<file path="config.mk">
export PLATFORM = sky130hd
export DESIGN_NAME = rrp_sequencer
export DESIGN_NICKNAME = d
export VERILOG_FILES = /design/src/rtl/core/rrp_pkg.sv /design/src/rtl/core/rrp_sequencer.sv
export SDC_FILE = /design/constraint.sdc
export NUM_CORES = 1
export LEC_CHECK = 0
export ABC_AREA = 1
export BUFFER_PORTS_ARGS = -buffer_cell sky130_fd_sc_hd__clkbuf_2
export CELL_PAD_IN_SITES_DETAIL_PLACEMENT = 0
export CELL_PAD_IN_SITES_GLOBAL_PLACEMENT = 1
export CORE_MARGIN = 2
export CORE_UTILIZATION = 27
export DETAILED_ROUTE_END_ITERATION = 8
export PLACE_DENSITY_LB_ADDON = 0.1
export SLEW_MARGIN = 20
export SYNTH_ARGS = -nofsm -noshare
export SYNTH_HDL_FRONTEND = slang
export SYNTH_SLANG_ARGS = --single-unit
</file>
<file path="constraint.sdc">
create_clock -name clk -period 1.7 [get_ports clk]
set_clock_uncertainty 0.1 [all_clocks]
set_input_delay 0.17 -clock clk [delete_from_list [all_inputs] [get_ports clk]]
set_output_delay 0.17 -clock clk [all_outputs]
set_load 0.005 [all_outputs]
</file>
<file path="src/rtl/core/rrp_pkg.sv">
// Shared types, constants and microcode for the rectangle raster painter.
// No dependencies; every other file imports this package.
`default_nettype none

package rrp_pkg;

	// Canvas geometry.
	localparam int MAX_WIDTH  = 512;
	localparam int MAX_HEIGHT = 512;
	localparam int XW         = (MAX_WIDTH > 1) ? $clog2(MAX_WIDTH) : 1;
	localparam int YW         = (MAX_HEIGHT > 1) ? $clog2(MAX_HEIGHT) : 1;
	localparam int DEPTH      = MAX_WIDTH * MAX_HEIGHT;
	localparam int ADDR_W     = (DEPTH > 1) ? $clog2(DEPTH) : 1;

	// Configuration register widths and reset values.
	localparam int CFG_W    = 10;
	localparam int DIM_W    = 11;
	localparam int PADDR_W  = 4;
	localparam int PDATA_W  = 32;
	localparam logic [CFG_W-1:0] WIDTH_RST  = 10'd1;
	localparam logic [CFG_W-1:0] HEIGHT_RST = 10'd1;
	localparam logic [7:0]       BG_RST     = 8'd32;

	// Item field widths and the fixed-point format.
	localparam int COORD_W = 20;
	localparam int PIX_W   = 9;
	localparam int FRAC    = 8;
	localparam int GW      = 23;
	localparam logic signed [GW-1:0] ONE_Q8 = 23'sd256;

	localparam logic [7:0] KIND_FILLED  = 8'h52;
	localparam logic [7:0] KIND_OUTLINE = 8'h72;

	typedef enum logic [1:0] {
		OP_CLEAR = 2'd0,
		OP_DRAW  = 2'd1,
		OP_READ  = 2'd2,
		OP_NONE  = 2'd3
	} op_t;

	typedef enum logic [1:0] {
		ST_OK        = 2'd0,
		ST_BAD_RECT  = 2'd1,
		ST_OUTSIDE   = 2'd2
	} status_t;

	typedef enum logic [1:0] {
		REG_WIDTH  = 2'd0,
		REG_HEIGHT = 2'd1,
		REG_BG     = 2'd2
	} reg_idx_t;

	// Microprogram addresses.
	localparam int PC_W = 3;
	localparam logic [PC_W-1:0] PC_IDLE     = 3'd0;
	localparam logic [PC_W-1:0] PC_DISPATCH = 3'd1;
	localparam logic [PC_W-1:0] PC_SCAN     = 3'd2;
	localparam logic [PC_W-1:0] PC_READ     = 3'd3;
	localparam logic [PC_W-1:0] PC_READ_OUT = 3'd4;
	localparam logic [PC_W-1:0] PC_OK       = 3'd5;
	localparam logic [PC_W-1:0] PC_BAD      = 3'd6;

	// Sequencing conditions of a control word.
	typedef enum logic [2:0] {
		C_NEXT       = 3'd0,
		C_JUMP       = 3'd1,
		C_WAIT_START = 3'd2,
		C_WAIT_LAST  = 3'd3,
		C_DISPATCH   = 3'd4
	} cond_t;

	// One control word of the microprogram.
	typedef struct packed {
		logic             clr_pos;
		logic             scan;
		logic             mem_rd;
		logic             emit;
		logic             use_read;
		status_t          status_code;
		cond_t            cond;
		logic [PC_W-1:0]  target;
	} ctrl_t;

	// Datapath flags that steer the sequencer.
	typedef struct packed {
		logic last_pixel;
		logic draw_ok;
		op_t  op;
	} flags_t;

	// Read-only microprogram.
	function automatic ctrl_t ucode(input logic [PC_W-1:0] pc);
		ctrl_t w;
		w             = '0;
		w.status_code = ST_OK;
		w.cond        = C_NEXT;
		w.target      = PC_IDLE;
		unique case (pc)
			PC_IDLE: begin
				w.cond   = C_WAIT_START;
				w.target = PC_DISPATCH;
			end
			PC_DISPATCH: begin
				w.clr_pos = 1'b1;
				w.cond    = C_DISPATCH;
			end
			PC_SCAN: begin
				w.scan   = 1'b1;
				w.cond   = C_WAIT_LAST;
				w.target = PC_OK;
			end
			PC_READ: begin
				w.mem_rd = 1'b1;
				w.cond   = C_NEXT;
			end
			PC_READ_OUT: begin
				w.emit     = 1'b1;
				w.use_read = 1'b1;
				w.cond     = C_JUMP;
			end
			PC_OK: begin
				w.emit = 1'b1;
				w.cond = C_JUMP;
			end
			PC_BAD: begin
				w.emit        = 1'b1;
				w.status_code = ST_BAD_RECT;
				w.cond        = C_JUMP;
			end
			default: begin
				w.cond = C_JUMP;
			end
		endcase
		return w;
	endfunction

	// Entry point of each command.
	function automatic logic [PC_W-1:0] dispatch_pc(input op_t op, input logic ok);
		logic [PC_W-1:0] t;
		t = PC_OK;
		unique case (op)
			OP_CLEAR: t = PC_SCAN;
			OP_DRAW:  t = ok ? PC_SCAN : PC_BAD;
			OP_READ:  t = PC_READ;
			OP_NONE:  t = PC_OK;
			default:  t = PC_OK;
		endcase
		return t;
	endfunction

endpackage

`default_nettype wire

</file>
<file path="src/rtl/core/rrp_sequencer.sv">
// Microcode sequencer: step counter, control ROM lookup and conditional jumps.
// Depends on rrp_pkg for the microprogram and the control word type.
`default_nettype none

module rrp_sequencer
	import rrp_pkg::*;
(
	input  wire logic   clk,
	input  wire logic   arst_n,
	input  wire logic   start,
	input  wire flags_t flags,
	output ctrl_t       ctrl,
	output logic        busy
);

	logic [PC_W-1:0] pc_q;
	logic [PC_W-1:0] pc_next;

	assign ctrl = ucode(pc_q);
	assign busy = (pc_q != PC_IDLE);

	// Next step from the condition field of the current control word.
	always_comb begin
		pc_next = PC_IDLE;
		unique case (ctrl.cond)
			C_NEXT:       pc_next = pc_q + PC_W'(1);
			C_JUMP:       pc_next = ctrl.target;
			C_WAIT_START: pc_next = start ? ctrl.target : pc_q;
			C_WAIT_LAST:  pc_next = flags.last_pixel ? ctrl.target : pc_q;
			C_DISPATCH:   pc_next = dispatch_pc(flags.op, flags.draw_ok);
			default:      pc_next = PC_IDLE;
		endcase
	end

	always_ff @(posedge clk or negedge arst_n) begin
		if (!arst_n)
			pc_q <= PC_IDLE;
		else
			pc_q <= pc_next;
	end

endmodule

`default_nettype wire

</file>
==> out/metrics.cfg, run 1 <==
[logic_synthesis]
seq_area_frac_synth = 0.194
synth.area.top_cells = dfrtp_1, ha_1, nand2_1, inv_1, nand3_1
yosys.area.top_type = dfrtp_1
ys_warn_count = 0
synth_area_per_cell_um2 = 6.46
synth_cell_types = 16
synth_area_um2 = 388
synth_seq_cells = 3
synthCells = 60
synth_top_area_frac = 0.194

[global_routing]
grt_start_max_net_pins = 8
grt_overflow = 0
grt_pass1_vias = 356
grt_pass1_wl_um = 1420
gr-usage-all-layers = 0.110
antenna_found_initial = 0

[clock_network]
cts-root-buf = clkbuf_4
cts_tree = yes
cts_buffer_depth = 2
numCtsBuffers = 3
clk_pin_slew_ps = 40
clk_latency_ps = 230
cts_htree_levels = 1
clock_sinks = 3

[floorplan]
die-height_um = 41.9
start_util = 0.294
die_area_um2 = 1760
chipWidth_um = 41.9
row_count = 13
core_um2 = 1320
ioPinCount = 21

[timing]
hold_viol = 0
period_share = 0.984
setup_viol = 0
whs_ps = 167
rsz0062_at_grt = yes
layout_min_cycle_time_ps = 1670
slew_viol_final = 0
max_freq_ghz = 0.598

[route]
drt_wl_total_um = 993
first_pass_iters = 2
drc_errors = 0
via_per_inst = 4.35
ant_nets = 0
num_vias = 461
detail_route.wl_per_cell_um = 9.37
drtIter0Drc = 2

[setup_path]
start_kind = flop
regToRegSetupSlack_ps = 180
critical_path_class = reg2out
crit_path_end = ctrl[3]
r2r-end = pc_q[2]
rr_worst_depth = 10
reg2reg_from = pc_q[0]
startpoint = pc_q[1]
critical_path.endpoint_type = primary output
arrival_ps = 1400
worstPathRequired_ps = 1430
crit_fanout = 4

[placement]
port_buffers = 18
dp_hpwl_um = 721
placed_cell_area_um2 = 493
dp.cells = 93
globalplace.congestion = 0.743

[job]
maxCapViolCount = 0

[pwr]
leakage_nw = 0.374
ir_drop_mv = 0.995
powerDensity_nw_per_um2 = 1880
totalPowerFinal_mw = 1.22

[finish]
reg_top3 = pc_q x3
drive_gt1_frac = 0.549
instances_no_fill = 106
diodes = 0
final_cell_mix = clkbuf_2, nand2_1, buf_4, inv_1
final_core_util = 0.492
design_area_um2 = 648
final_common_cell = clkbuf_2
layout.nets = 104
largest_register_ff_count = 3
max_flop_register = pc_q
area_growth_pct = 67.1

[worst_hold_path]
hp-class = in2async

[outcome]
status = finished, final reports clean

[worst min path at each step]
stage                    to  startpoint  slack, ps
floorplan           pc_q[0]      arst_n       -230
global placement    pc_q[1]      arst_n       -130
detailed placement  pc_q[1]      arst_n       -130
CTS                 pc_q[2]      arst_n        160
global route        pc_q[2]      arst_n        150
finish              pc_q[2]      arst_n        170
[per-stage QoR]
| stage | setup slack, ps | setup TNS [ps] |
|---|---|---|
| final | 27.3 | 0 |
| after global routing | -29.9 | -55.5 |
| after CTS | -15.2 | -25.2 |
| after detailed placement | 189 | 0 |
| after global placement | 187 | 0 |
| after floorplan | 172 | 0 |
[metal layers]
metal	vias up	global-route usage	part of all wire
li1	243	-	-
met1	208	0.130	0.44
met2	10	0.159	0.52
met3	0	0.0435	0.039
met4	0	0.0774	0
met5	-	0	0
[worst max-delay path, stage by stage, from the launching register on]
cell      delay, ps
dfrtp_2         440
ha_4            190
inv_2            40
nor2_1           40
buf_4           150
a31o_2          210
clkbuf_2        100
[final cells by class]
| type | count | area (um^2) |
|---|---|---|
| repair buffers | 30 | 190 |
| clock buffers | 4 | 26.3 |
| fillers | 145 | 669 |
| inverters | 13 | 48.8 |
| flip-flops and latches | 3 | 76.3 |
| multi-input cells | 41 | 288 |
| well taps | 15 | 18.8 |
[synthesized netlist by cell type]
cell type  number
buf_4           4
nand2_2         2
a31o_2          1
o21ai_2         1
dfrtp_1         3
nor2_1          6
o211ai_1        2
nor2_2          2
inv_2           2
ha_1            5
nand2_1        12
nand3_1         6
a21oi_1         1
nand3b_1        1
conb_1          1
inv_1          11
[cell families after synthesis]
| kind of cell | after synthesis | share of synthesized area |
|---|---|---|
| AOI/OAI and AO/OA | 5 | 0.0968 |
| adders and majority gates | 5 | 0.161 |
| buffers and inverters | 17 | 0.203 |
| DFF | 3 | 0.194 |
| other | 1 | 0.00967 |
| and+or+nand+nor | 29 | 0.335 |
[power breakdown]
| group | leakage, nW | total (mW) | internal (mW) | switching, mW |
|---|---|---|---|---|
| logic | 0.322 | 0.946 | 0.481 | 0.466 |
| clock network | 0.0150 | 0.121 | 0.0877 | 0.0336 |
| registers | 0.0374 | 0.148 | 0.105 | 0.0424 |
[what timing repair did]
action,CTS,global route
pin swaps,0,3
gates cloned,0,0
gates resized for setup,3,14
hold buffers,1,0
endpoints found under the setup margin,4,4
hold endpoints to repair,3,0
setup buffers,1,7
Note: power is estimated with default switching activity, not from simulation.
==> run 2, diff against run 1 <==
--- a/config.mk
+++ b/config.mk
@@ -13,6 +13,7 @@
 export CORE_UTILIZATION = 27
 export DETAILED_ROUTE_END_ITERATION = 8
 export PLACE_DENSITY_LB_ADDON = 0.1
+export RECOVER_POWER = 50
 export SLEW_MARGIN = 20
 export SYNTH_ARGS = -nofsm -noshare
 export SYNTH_HDL_FRONTEND = slang
==> run 2 against run 1 <==
Against the previous run:
- setup slack gained 12 ps
- cell count is the same
- routed wire length shrank 0.70%
- register-to-register slack is essentially flat
- combinational power shrank 4.0%
- final area shrank 1.9%
==> out/metrics.cfg, run 2 (synthesized netlist as in run 1, its figures left out) <==
[setup_path]
critical_path.endpoint_type = primary output
worstPathRequired_ps = 1430  ; about the same
critical_path_class = reg2out
arrival_ps = 1390  ; about the same
crit_fanout = 4  ; unchanged
start_kind = flop

[pwr]
totalPowerFinal_mw = 1.18  ; -3.2%
powerDensity_nw_per_um2 = 1850  ; -1.3%
leakage_nw = 0.369  ; -1.5%
ir_drop_mv = 0.953  ; -4.3%

[worst_hold_path]
hp-class = in2async

[timing]
setup_viol = 0  ; unchanged
whs_ps = 175  ; +7.31 ps
rsz0062_at_grt = yes
period_share = 0.977  ; -0.00684
layout_min_cycle_time_ps = 1660  ; -11.6 ps
hold_viol = 0  ; unchanged
slew_viol_final = 0  ; unchanged
max_freq_ghz = 0.602  ; +0.70%

[route]
via_per_inst = 4.36  ; +0.22%
num_vias = 462  ; +0.22%
first_pass_iters = 4  ; +2
detail_route.wl_per_cell_um = 9.30  ; -0.70%
drc_errors = 0  ; unchanged
drt_wl_total_um = 986  ; -0.70%
ant_nets = 0  ; unchanged
drtIter0Drc = 3  ; +1

[finish]
diodes = 0  ; unchanged
drive_gt1_frac = 0.527  ; -0.0220
reg_top3 = pc_q x3
layout.nets = 104  ; unchanged
area_growth_pct = 63.9
final_common_cell = clkbuf_2
final_cell_mix = clkbuf_2, nand2_1, buf_4, inv_1
largest_register_ff_count = 3  ; unchanged
fillers = 148  ; +2.1%
instances_no_fill = 106  ; unchanged
max_flop_register = pc_q

[clock_network]
clk_pin_slew_ps = 40  ; about the same
cts_buffer_depth = 2  ; unchanged
clk_latency_ps = 230  ; about the same
clock_sinks = 3  ; unchanged
cts_htree_levels = 1  ; unchanged
numCtsBuffers = 3  ; unchanged
cts-root-buf = clkbuf_4
cts_tree = yes

[global_routing]
antenna_found_initial = 0  ; unchanged
grt_start_max_net_pins = 8  ; unchanged
gr-usage-all-layers = 0.110  ; unchanged
grt_overflow = 0  ; unchanged
grt_pass1_vias = 356  ; unchanged
grt_pass1_wl_um = 1420  ; unchanged

[placement]
globalplace.congestion = 0.743  ; unchanged
dp_hpwl_um = 721  ; unchanged
port_buffers = 18  ; unchanged
dp.cells = 93  ; unchanged

[floorplan]
ioPinCount = 21  ; unchanged
chipWidth_um = 41.9  ; unchanged
core_um2 = 1320  ; unchanged
die_area_um2 = 1760  ; unchanged
die-height_um = 41.9  ; unchanged
start_util = 0.294  ; unchanged
row_count = 13  ; unchanged

[outcome]
status = finished, final reports clean

[job]
maxCapViolCount = 0  ; unchanged

-- run 2: cell counts in the layout (fill, tap and decap cells not counted) --
Identical to the previous run, type by type.
-- run 2: final cells by class --
cell class                 instances  area (um^2)  share of cell area
multi-input combinational         41          277               0.435
timing repair buffer              30          189               0.297
sequential                         3         76.3               0.120
inverter                          13         48.8              0.0768
clock buffer                       4         26.3              0.0413
tap                               15         18.8              0.0295
-- run 2: worst max-delay path: stages, from the launching register on --
cell	delay, ps
dfrtp_2	440
ha_4	190
inv_2	40
nor2_1	40
buf_4	150
a31o_2	210
clkbuf_2	100
-- run 2: worst paths after layout --
path / startpoint / endpoint / slack [ps] / depth (start not counted)
setup reg to reg: pc_q[0] / pc_q[2] / 180 / 10
hold reg to reg: pc_q[1] / pc_q[1] / 490 / 2
setup / recovery: pc_q[1] / ctrl[3] / 40 / 6
hold / removal: arst_n / pc_q[2] / 170 / 2
max in group asynchronous: arst_n / pc_q[1] / 1160 / 2
min in group clk: flags[1] / pc_q[0] / 190 / 5
-- run 2: power by group --
| group | leakage [nW] | total, mW | switching, mW | internal, mW |
|---|---|---|---|---|
| sequential | 0.0374 | 0.147 | 0.0423 | 0.105 |
| combinational | 0.316 | 0.908 | 0.448 | 0.460 |
| clock | 0.0150 | 0.121 | 0.0336 | 0.0877 |
| total | 0.369 | 1.18 | 0.524 | 0.652 |
-- run 2: per-layer routing --
layer,vias to the layer above,global-route usage,routed length (um)
met5,-,0,0
met4,0,0.0774,0
met3,0,0.0435,39
met2,10,0.159,520
met1,208,0.130,426
li1,244,-,-
-- run 2: timing repair --
item | CTS | global route
gates resized for setup | 3 | 14
hold buffers | 1 | 0
endpoints found under the setup margin | 4 | 4
hold endpoints to repair | 3 | 0
cloned | 0 | 0
setup buffers | 1 | 7
pin swaps | 0 | 3
-- run 2: stage by stage --
| step | util | cell area [um^2] | TNS [ps] | setup slack (ps) |
|---|---|---|---|---|
| 3_5_place_dp | 0.374 | 493 | 0 | 189 |
| 2_1_floorplan | - | 392 | 0 | 172 |
| 6_report | 0.482 | 636 | 0 | 39.0 |
| 4_1_cts | 0.413 | 544 | -25.2 | -15.2 |
| 5_1_grt | 0.482 | 636 | -50.0 | -25.6 |
| 3_3_place_gp | 0.374 | 493 | 0 | 187 |
