<file path="config.mk">
export PLATFORM = sky130hd
export DESIGN_NAME = rrp_cfg
export DESIGN_NICKNAME = d
export VERILOG_FILES = /design/src/rtl/core/rrp_pkg.sv /design/src/rtl/core/rrp_cfg.sv
export SDC_FILE = /design/constraint.sdc
export NUM_CORES = 1
export LEC_CHECK = 0
export ABC_AREA = 0
export BUFFER_PORTS_ARGS = -buffer_cell sky130_fd_sc_hd__buf_4
export CORE_ASPECT_RATIO = 2
export CORE_MARGIN = 2
export CORE_UTILIZATION = 35
export CTS_CLUSTER_DIAMETER = 120
export DETAILED_ROUTE_END_ITERATION = 6
export PLACE_DENSITY = 0.72
export SLEW_MARGIN = 20
export SYNTH_ARGS = -nofsm -noshare
export SYNTH_HDL_FRONTEND = slang
export SYNTH_SLANG_ARGS = --single-unit
</file>
<file path="constraint.sdc">
create_clock -name clk -period 1.95 [get_ports clk]
set_input_delay 0.0975 -clock clk [delete_from_list [all_inputs] [get_ports clk]]
set_output_delay 0.0975 -clock clk [all_outputs]
set_load 0.02 [all_outputs]
</file>
<file path="src/rtl/core/rrp_pkg.sv">
// Shared types, constants and microcode for the rectangle raster painter.
// No dependencies; every other file imports this package.
`default_nettype none

package rrp_pkg;

	// Canvas geometry.
	localparam int MAX_WIDTH  = 512;
	localparam int MAX_HEIGHT = 512;
	localparam int XW         = (MAX_WIDTH > 1) ? $clog2(MAX_WIDTH) : 1;
	localparam int YW         = (MAX_HEIGHT > 1) ? $clog2(MAX_HEIGHT) : 1;
	localparam int DEPTH      = MAX_WIDTH * MAX_HEIGHT;
	localparam int ADDR_W     = (DEPTH > 1) ? $clog2(DEPTH) : 1;

	// Configuration register widths and reset values.
	localparam int CFG_W    = 10;
	localparam int DIM_W    = 11;
	localparam int PADDR_W  = 4;
	localparam int PDATA_W  = 32;
	localparam logic [CFG_W-1:0] WIDTH_RST  = 10'd1;
	localparam logic [CFG_W-1:0] HEIGHT_RST = 10'd1;
	localparam logic [7:0]       BG_RST     = 8'd32;

	// Item field widths and the fixed-point format.
	localparam int COORD_W = 20;
	localparam int PIX_W   = 9;
	localparam int FRAC    = 8;
	localparam int GW      = 23;
	localparam logic signed [GW-1:0] ONE_Q8 = 23'sd256;

	localparam logic [7:0] KIND_FILLED  = 8'h52;
	localparam logic [7:0] KIND_OUTLINE = 8'h72;

	typedef enum logic [1:0] {
		OP_CLEAR = 2'd0,
		OP_DRAW  = 2'd1,
		OP_READ  = 2'd2,
		OP_NONE  = 2'd3
	} op_t;

	typedef enum logic [1:0] {
		ST_OK        = 2'd0,
		ST_BAD_RECT  = 2'd1,
		ST_OUTSIDE   = 2'd2
	} status_t;

	typedef enum logic [1:0] {
		REG_WIDTH  = 2'd0,
		REG_HEIGHT = 2'd1,
		REG_BG     = 2'd2
	} reg_idx_t;

	// Microprogram addresses.
	localparam int PC_W = 3;
	localparam logic [PC_W-1:0] PC_IDLE     = 3'd0;
	localparam logic [PC_W-1:0] PC_DISPATCH = 3'd1;
	localparam logic [PC_W-1:0] PC_SCAN     = 3'd2;
	localparam logic [PC_W-1:0] PC_READ     = 3'd3;
	localparam logic [PC_W-1:0] PC_READ_OUT = 3'd4;
	localparam logic [PC_W-1:0] PC_OK       = 3'd5;
	localparam logic [PC_W-1:0] PC_BAD      = 3'd6;

	// Sequencing conditions of a control word.
	typedef enum logic [2:0] {
		C_NEXT       = 3'd0,
		C_JUMP       = 3'd1,
		C_WAIT_START = 3'd2,
		C_WAIT_LAST  = 3'd3,
		C_DISPATCH   = 3'd4
	} cond_t;

	// One control word of the microprogram.
	typedef struct packed {
		logic             clr_pos;
		logic             scan;
		logic             mem_rd;
		logic             emit;
		logic             use_read;
		status_t          status_code;
		cond_t            cond;
		logic [PC_W-1:0]  target;
	} ctrl_t;

	// Datapath flags that steer the sequencer.
	typedef struct packed {
		logic last_pixel;
		logic draw_ok;
		op_t  op;
	} flags_t;

	// Read-only microprogram.
	function automatic ctrl_t ucode(input logic [PC_W-1:0] pc);
		ctrl_t w;
		w             = '0;
		w.status_code = ST_OK;
		w.cond        = C_NEXT;
		w.target      = PC_IDLE;
		unique case (pc)
			PC_IDLE: begin
				w.cond   = C_WAIT_START;
				w.target = PC_DISPATCH;
			end
			PC_DISPATCH: begin
				w.clr_pos = 1'b1;
				w.cond    = C_DISPATCH;
			end
			PC_SCAN: begin
				w.scan   = 1'b1;
				w.cond   = C_WAIT_LAST;
				w.target = PC_OK;
			end
			PC_READ: begin
				w.mem_rd = 1'b1;
				w.cond   = C_NEXT;
			end
			PC_READ_OUT: begin
				w.emit     = 1'b1;
				w.use_read = 1'b1;
				w.cond     = C_JUMP;
			end
			PC_OK: begin
				w.emit = 1'b1;
				w.cond = C_JUMP;
			end
			PC_BAD: begin
				w.emit        = 1'b1;
				w.status_code = ST_BAD_RECT;
				w.cond        = C_JUMP;
			end
			default: begin
				w.cond = C_JUMP;
			end
		endcase
		return w;
	endfunction

	// Entry point of each command.
	function automatic logic [PC_W-1:0] dispatch_pc(input op_t op, input logic ok);
		logic [PC_W-1:0] t;
		t = PC_OK;
		unique case (op)
			OP_CLEAR: t = PC_SCAN;
			OP_DRAW:  t = ok ? PC_SCAN : PC_BAD;
			OP_READ:  t = PC_READ;
			OP_NONE:  t = PC_OK;
			default:  t = PC_OK;
		endcase
		return t;
	endfunction

endpackage

`default_nettype wire

</file>
<file path="src/rtl/core/rrp_cfg.sv">
// Configuration register file of the rectangle raster painter (APB-style port).
// Depends on rrp_pkg for widths, reset values and register indexes.
`default_nettype none

module rrp_cfg
	import rrp_pkg::*;
(
	input  wire logic               clk,
	input  wire logic               arst_n,
	input  wire logic               psel,
	input  wire logic               penable,
	input  wire logic               pwrite,
	input  wire logic [PADDR_W-1:0] paddr,
	input  wire logic [PDATA_W-1:0] pwdata,
	output logic      [PDATA_W-1:0] prdata,
	output logic                    pready,
	output logic      [DIM_W-1:0]   cw,
	output logic      [DIM_W-1:0]   ch,
	output logic      [7:0]         bg
);

	logic [CFG_W-1:0] width_q;
	logic [CFG_W-1:0] height_q;
	logic [7:0]       bg_q;
	reg_idx_t         idx;
	logic             wr_en;
	logic [DIM_W-1:0] width_ext;
	logic [DIM_W-1:0] height_ext;

	assign idx    = reg_idx_t'(paddr[3:2]);
	assign wr_en  = psel && penable && pwrite;
	assign pready = 1'b1;

	// Register writes complete in the access phase.
	always_ff @(posedge clk or negedge arst_n) begin
		if (!arst_n) begin
			width_q  <= WIDTH_RST;
			height_q <= HEIGHT_RST;
			bg_q     <= BG_RST;
		end else if (wr_en) begin
			unique case (idx)
				REG_WIDTH:  width_q  <= pwdata[CFG_W-1:0];
				REG_HEIGHT: height_q <= pwdata[CFG_W-1:0];
				REG_BG:     bg_q     <= pwdata[7:0];
				default: ;
			endcase
		end
	end

	// Read-back of the raw register values.
	always_comb begin
		prdata = '0;
		unique case (idx)
			REG_WIDTH:  prdata = PDATA_W'(width_q);
			REG_HEIGHT: prdata = PDATA_W'(height_q);
			REG_BG:     prdata = PDATA_W'(bg_q);
			default:    prdata = '0;
		endcase
	end

	// The dimensions in use are saturated to the canvas size, with zero acting as one.
	assign width_ext  = DIM_W'(width_q);
	assign height_ext = DIM_W'(height_q);

	always_comb begin
		if (width_ext == '0)
			cw = DIM_W'(1);
		else if (width_ext > DIM_W'(MAX_WIDTH))
			cw = DIM_W'(MAX_WIDTH);
		else
			cw = width_ext;

		if (height_ext == '0)
			ch = DIM_W'(1);
		else if (height_ext > DIM_W'(MAX_HEIGHT))
			ch = DIM_W'(MAX_HEIGHT);
		else
			ch = height_ext;
	end

	assign bg = bg_q;

endmodule

`default_nettype wire

</file>
==> results.cfg, run 1 <==
[hold_path]
min_to = width_q[9]
min_from = pwdata[9]
min-delay-path-class = in -> reg
hold_depth = 2

[clock_network]
postCtsSetupRepairBufs = 0
path_clk_slew_ns = 0.09
htreeDepth = 1
ctsHoldBuffers = 1
clk_latency_ns = 0.28
clock_sinks = 28
cts_tree = done
cts_resized = 0
cts_buffer_depth = 2
cts_buffers = 3
cts-root-buf = clkbuf_8

[global_route]
grt_max_degree = 29
grt_overflow_total = 0
antenna_found_initial = 0
grt_usage = 0.142
grt_pass1_vias = 1133
grt_pass1_wl_um = 5660

[yosys]
yosysWarnings = 0
synth_area_um2 = 1620
yosys_register_bits = 28
synth_flop_cell = dfrtp_1
synth_edf_count = 0
yosys.area.top_type = dfrtp_1
synth-seq-area-share = 0.435
synth.distinct_cells = 22
netlist_instances = 151
netlist_top_cells_area = dfrtp_1, mux2_2, buf_4
syn_area_per_cell_um2 = 10.7
synth_top_area_share = 0.386
async_reset_ff_frac = 1.00

[sta]
final.setup_skew_ns = 0
slew_headroom = 0.575
hold_violations = 0
fin_setup_tns_ns = 0
fin_crit_sh = 0.798
final.min_clock_period_ns = 1.56
rsz0062_at_grt = false
slew_viol_final = 0
setup_viol = 0
worstMarginPinSlew_ns = 0.636
fin_ws_ns = 0.393
fmax_ghz = 0.642

[routing]
vias = 1181
drt_iter0_drc = 23
wl_um = 3600
viasPerCell = 4.61
first_pass_iters = 4
drc = 0
drtAntennaViolNets = 0
wl_per_cell_um = 14.0

[worst_setup_path]
end_kind = primary output
cp.arrival_ns = 1.46
crit_path_max_incr_delay_ns = 0.44
worst-r2r-cell-count = 1
slowest_stage = dfrtp_1
start_kind = flip-flop
r2r_start = width_q[9]
critPathKind = reg -> out
rr_endpoint = width_q[9]
reg2reg_slack_ns = 0.99
crit_fanout = 4
crit_required_ns = 1.85
cp_cell_sequence = nor4_1, a31oi_1, nor2_1, buf_4

[finish]
n_antenna_cell = 0
area_growth_pct = 26.3
fin_nets = 243
drive_gt1_frac = 0.458
fill_cells = 428

[die]
core-area_um2 = 4510
ios = 104
die_y_um = 100
die_w_um = 52.1
initial_core_util = 0.359
row_count = 35
dieArea_um2 = 5220

[power]
cellLeakagePower_uw = 0.00100
p_per_area_nw_per_um2 = 1080
vdd_drop_max_v = 0.000785

[placement]
port_buffers = 54
place_congestion = 0.746
hpwl_um = 2590
pre_cts_ws_ns = 0.558

[job]
cap_violations = 0

[outcome]
status = completed
==> per-stage QoR <==
| step | hold slack (ns) | utilization | area (µm²) | power [µW] | cells |
|---|---|---|---|---|---|
| after CTS | 0.0472 | 0.453 | 2040 | 2240 | 256 |
| after floorplan | -0.198 | - | 1710 | 1430 | 174 |
| after global placement | 0.0274 | 0.435 | 1960 | 1760 | 251 |
| final | 0.0564 | 0.453 | 2040 | 2220 | 256 |
| after global routing | 0.0453 | 0.453 | 2040 | 2340 | 256 |
| after detailed placement | 0.0354 | 0.435 | 1960 | 1780 | 251 |
==> cell usage in the layout, fill, tap and decap left out, drive strengths merged, types with 2 or more instances in the layout <==
| cell | instances |
|---|---|
| o21ai | 8 |
| a31oi | 2 |
| conb | 25 |
| clkbuf | 3 |
| nand2 | 8 |
| buf | 56 |
| nor2b | 15 |
| nor2 | 6 |
| nor3 | 3 |
| mux2 | 28 |
| dfrtp | 25 |
| dfstp | 3 |
| nor4 | 2 |
| mux2i | 10 |
| inv | 2 |
==> cell usage after synthesis (2+ instances only) <==
library cell and count:
nor2b_1 15, inv_1 2, nand2_1 8, dfstp_2 3, conb_1 2, nor4_1 2
mux2_2 28, buf_2 2, clkbuf_1 5, nor2_1 6, o21ai_0 8, mux2i_1 10
nor3_1 2, a31oi_1 2, dfrtp_1 25, buf_4 25
==> layer usage <==
layer / track usage / share of wire
met4: 0.0425 / 0.012
met5: 0 / 0
met1: 0.198 / 0.42
met2: 0.224 / 0.47
met3: 0.0238 / 0.10
==> critical path: cells and delay by family, from the launching register on <==
| family | cells | cell delay, ns |
|---|---|---|
| compound gates | 1 | 0.13 |
| buf+inv | 1 | 0.15 |
| flops | 1 | 0.44 |
| simple gates | 2 | 0.47 |
==> layout make-up <==
class	instances	area, µm²	share of cell area
multi-input combinational	110	762	0.373
clock buffer	3	41.3	0.0202
sequential	28	704	0.345
tap	55	68.8	0.0337
inverter	2	7.51	0.00367
timing repair buffer	57	430	0.211
clock inverter	1	30.0	0.0147
==> worst max-delay path by stage <==
| stage | startpoint | endpoint | slack, ns | depth (start not counted) |
|---|---|---|---|---|
| floorplan | bg[5] | prdata[5] | 0.71 | 2 |
| global placement | paddr[3] | bg[6] | 0.58 | 3 |
| detailed placement | paddr[3] | bg[7] | 0.56 | 3 |
| CTS | width_q[5] | cw[0] | 0.36 | 4 |
| global route | width_q[5] | cw[0] | 0.25 | 4 |
| finish | width_q[5] | cw[0] | 0.39 | 4 |
==> state kept, by name, summed over array words and instances, names as in the netlist <==
| register | count |
|---|---|
| height_q | 10 |
| width_q | 10 |
| bg | 8 |
==> where the power goes <==
| part | internal, µW | leakage [µW] | total [µW] | switching, µW |
|---|---|---|---|---|
| sequential | 726 | 0.000338 | 879 | 152 |
| combinational | 416 | 0.000631 | 885 | 469 |
| clock | 275 | 0.0000357 | 454 | 179 |
==> logic make-up after synthesis <==
| logic type | after synthesis | share of synthesized area |
|---|---|---|
| other | 2 | 0.00464 |
| and+or+nand+nor | 37 | 0.124 |
| AOI/OAI and AO/OA | 10 | 0.0325 |
| buffers and inverters | 36 | 0.148 |
| DFF | 28 | 0.435 |
| muxes | 38 | 0.257 |
(Power assumes the default switching activity.)
==> inputs of run 2 (changes only) <==
--- a/config.mk
+++ b/config.mk
@@ -5,14 +5,14 @@
 export SDC_FILE = /design/constraint.sdc
 export NUM_CORES = 1
 export LEC_CHECK = 0
-export ABC_AREA = 0
+export ABC_AREA = 1
 export BUFFER_PORTS_ARGS = -buffer_cell sky130_fd_sc_hd__buf_4
 export CORE_ASPECT_RATIO = 2
 export CORE_MARGIN = 2
 export CORE_UTILIZATION = 35
 export CTS_CLUSTER_DIAMETER = 120
 export DETAILED_ROUTE_END_ITERATION = 6
-export PLACE_DENSITY = 0.72
+export PLACE_DENSITY = 0.75
 export SLEW_MARGIN = 20
 export SYNTH_ARGS = -nofsm -noshare
 export SYNTH_HDL_FRONTEND = slang
==> constraint.sdc (replaced) <==
create_clock -name clk -period 1.4 [get_ports clk]
set_input_delay 0.07 -clock clk [delete_from_list [all_inputs] [get_ports clk]]
set_output_delay 0.07 -clock clk [all_outputs]
set_load 0.02 [all_outputs]
==> results.cfg, run 2 <==
[clock_network]
cts-root-buf = clkbuf_8
htreeDepth = 1
cts_tree = done
clk_latency_ns = 0.27
cts_buffer_depth = 2
path_clk_slew_ns = 0.10
clock_sinks = 28
cts_buffers = 3

[worst_setup_path]
end_kind = primary output
crit_fanout = 7
critPathKind = reg -> out
crit_required_ns = 1.33
cp.arrival_ns = 1.40
start_kind = flip-flop
worst-r2r-cell-count = 3

[sta]
setup_viol = 15
slew_viol_final = 0
hold_violations = 0
fmax_ghz = 0.679
final.setup_skew_ns = 0
rsz0062_at_grt = true
fin_crit_sh = 1.05
fin_setup_tns_ns = -0.797
final.min_clock_period_ns = 1.47
fin_ws_ns = -0.0737

[power]
p_int_uw = 1860
p_comb_frac = 0.495
p_seq_frac = 0.360
p_sw_frac = 0.410
power.total_uw = 3150
cellLeakagePower_uw = 0.00111
vdd_drop_max_v = 0.000807
switchingPower_uw = 1290
pwr-share-clk = 0.145
p_per_area_nw_per_um2 = 1420

[finish]
fill_cells = 447
mostFrequentLayoutCells = buf_4, nand2_1, inv_1, conb_1, dfrtp_1
final_common_cell = buf_4
seq_area_um2 = 704
multiInputGateArea_um2 = 763
stdcell_area_um2 = 2220
area_growth_pct = 35.6
n_antenna_cell = 0
drive_gt1_frac = 0.390
fin_nets = 314
finalNonFillerCells = 327

[routing]
drtAntennaViolNets = 0
first_pass_iters = 4
drc = 0
wl_um = 4070
vias = 1503
drt_iter0_drc = 53
viasPerCell = 4.60
wl_per_cell_um = 12.4

[yosys]
synth_most_common_cell = nand2_1
yosys.area.top_type = dfrtp_1
synthTopCellsByCount = nand2_1, inv_1, nor2_1
synth_top_area_share = 0.382
async_reset_ff_frac = 1.00
netlist_instances = 210
synth_area_um2 = 1640
synth.distinct_cells = 22
syn_area_per_cell_um2 = 7.81
yosysWarnings = 0
synth-seq-area-share = 0.430
netlist_top_cells_area = dfrtp_1, buf_4, nand2_1
yosys_register_bits = 28
synth_flop_cell = dfrtp_1
synth_edf_count = 0

[die]
initial_core_util = 0.360
die_y_um = 101
core-area_um2 = 4550
ios = 104
row_count = 35
dieArea_um2 = 5280
die_w_um = 52.4

[outcome]
failed_checks = setup timing
status = finished with violations

[global_route]
grt_pass1_wl_um = 6400
grt_pass1_vias = 1435
grt_max_degree = 29
grt_overflow_total = 0
antenna_found_initial = 0
grt_usage = 0.163

[placement]
dpl_cell_area_um2 = 2000
port_buffers = 54
place_congestion = 0.799
dp_cells = 315
hpwl_um = 3210

[job]
cap_violations = 0

[hold_path]
min-delay-path-class = in -> reg
hold_depth = 3
run 2: cell types whose count changed after synthesis, sizes merged, moves of 15 or more:
| cell | before | now |
|---|---|---|
| mux2 | 28 | 0 |
| nor2 | 6 | 30 |
| nand2 | 8 | 45 |
| nor2b | 15 | 0 |
| o21ai | 8 | 28 |
| inv | 2 | 30 |
run 2: metal layers:
layer	global-route usage	vias to the layer above	routed length, µm
met1	0.177	692	1430
met5	0	-	0
met3	0.0178	15	201
met2	0.292	67	2260
li1	-	729	-
met4	0.0907	0	181
run 2: cell families after synthesis:
family	synth area share
other	0.00458
AND/OR/NAND/NOR	0.212
flip-flops	0.430
buffers and inverters	0.213
AO/OA/AOI/OAI	0.140
run 2: metrics by stage:
stage               hold slack (ns)  utilization  worst slack (ns)
floorplan                    -0.226            -             0.225
global placement          -0.000948        0.439          -0.00269
detailed placement          0.00472        0.439           -0.0143
CTS                          0.0130        0.468            -0.109
global route                 0.0221        0.488            -0.138
finish                       0.0164        0.488           -0.0737
run 2: what timing repair did:
item	CTS	global route
resized for setup	13	22
endpoints found under the hold margin	28	0
pin swaps	3	7
setup endpoints to repair	16	19
hold buffers	1	0
buffers inserted	4	3
run 2: power groups by stage:
stage	registers [µW]	logic (µW)	clock network, µW
2_1_floorplan	1190	777	0
3_3_place_gp	1130	1350	0
3_5_place_dp	1140	1360	0
4_1_cts	1120	1470	463
5_1_grt	1160	1680	484
6_report	1130	1560	457
run 2: cell type report:
type	count	area share
clock buffers	4	0.0203
inverters	30	0.0507
multi-input cells	143	0.343
flip-flops and latches	28	0.317
well taps	55	0.0310
repair buffers	67	0.238
run 2: worst max-delay path: stages (launching register included):
cell     delay [ns]
dfstp_2        0.55
nor2_2         0.04
nand3_2        0.07
nor2_4         0.05
nor2_4         0.19
nor2_1         0.07
buf_4          0.16
run 2: path summary, 6_finish.rpt:
| path | startpoint | to | slack, ns |
|---|---|---|---|
| min in group asynchronous | arst_n | bg[3] | 0.24 |
| max in group asynchronous | arst_n | height_q[0] | 0.84 |
| hold / removal | pwdata[1] | height_q[1] | 0.02 |
| setup / recovery | height_q[0] | ch[4] | -0.07 |
| setup reg to reg | height_q[0] | height_q[0] | 0.46 |
| hold reg to reg | bg[5] | bg[5] | 0.54 |
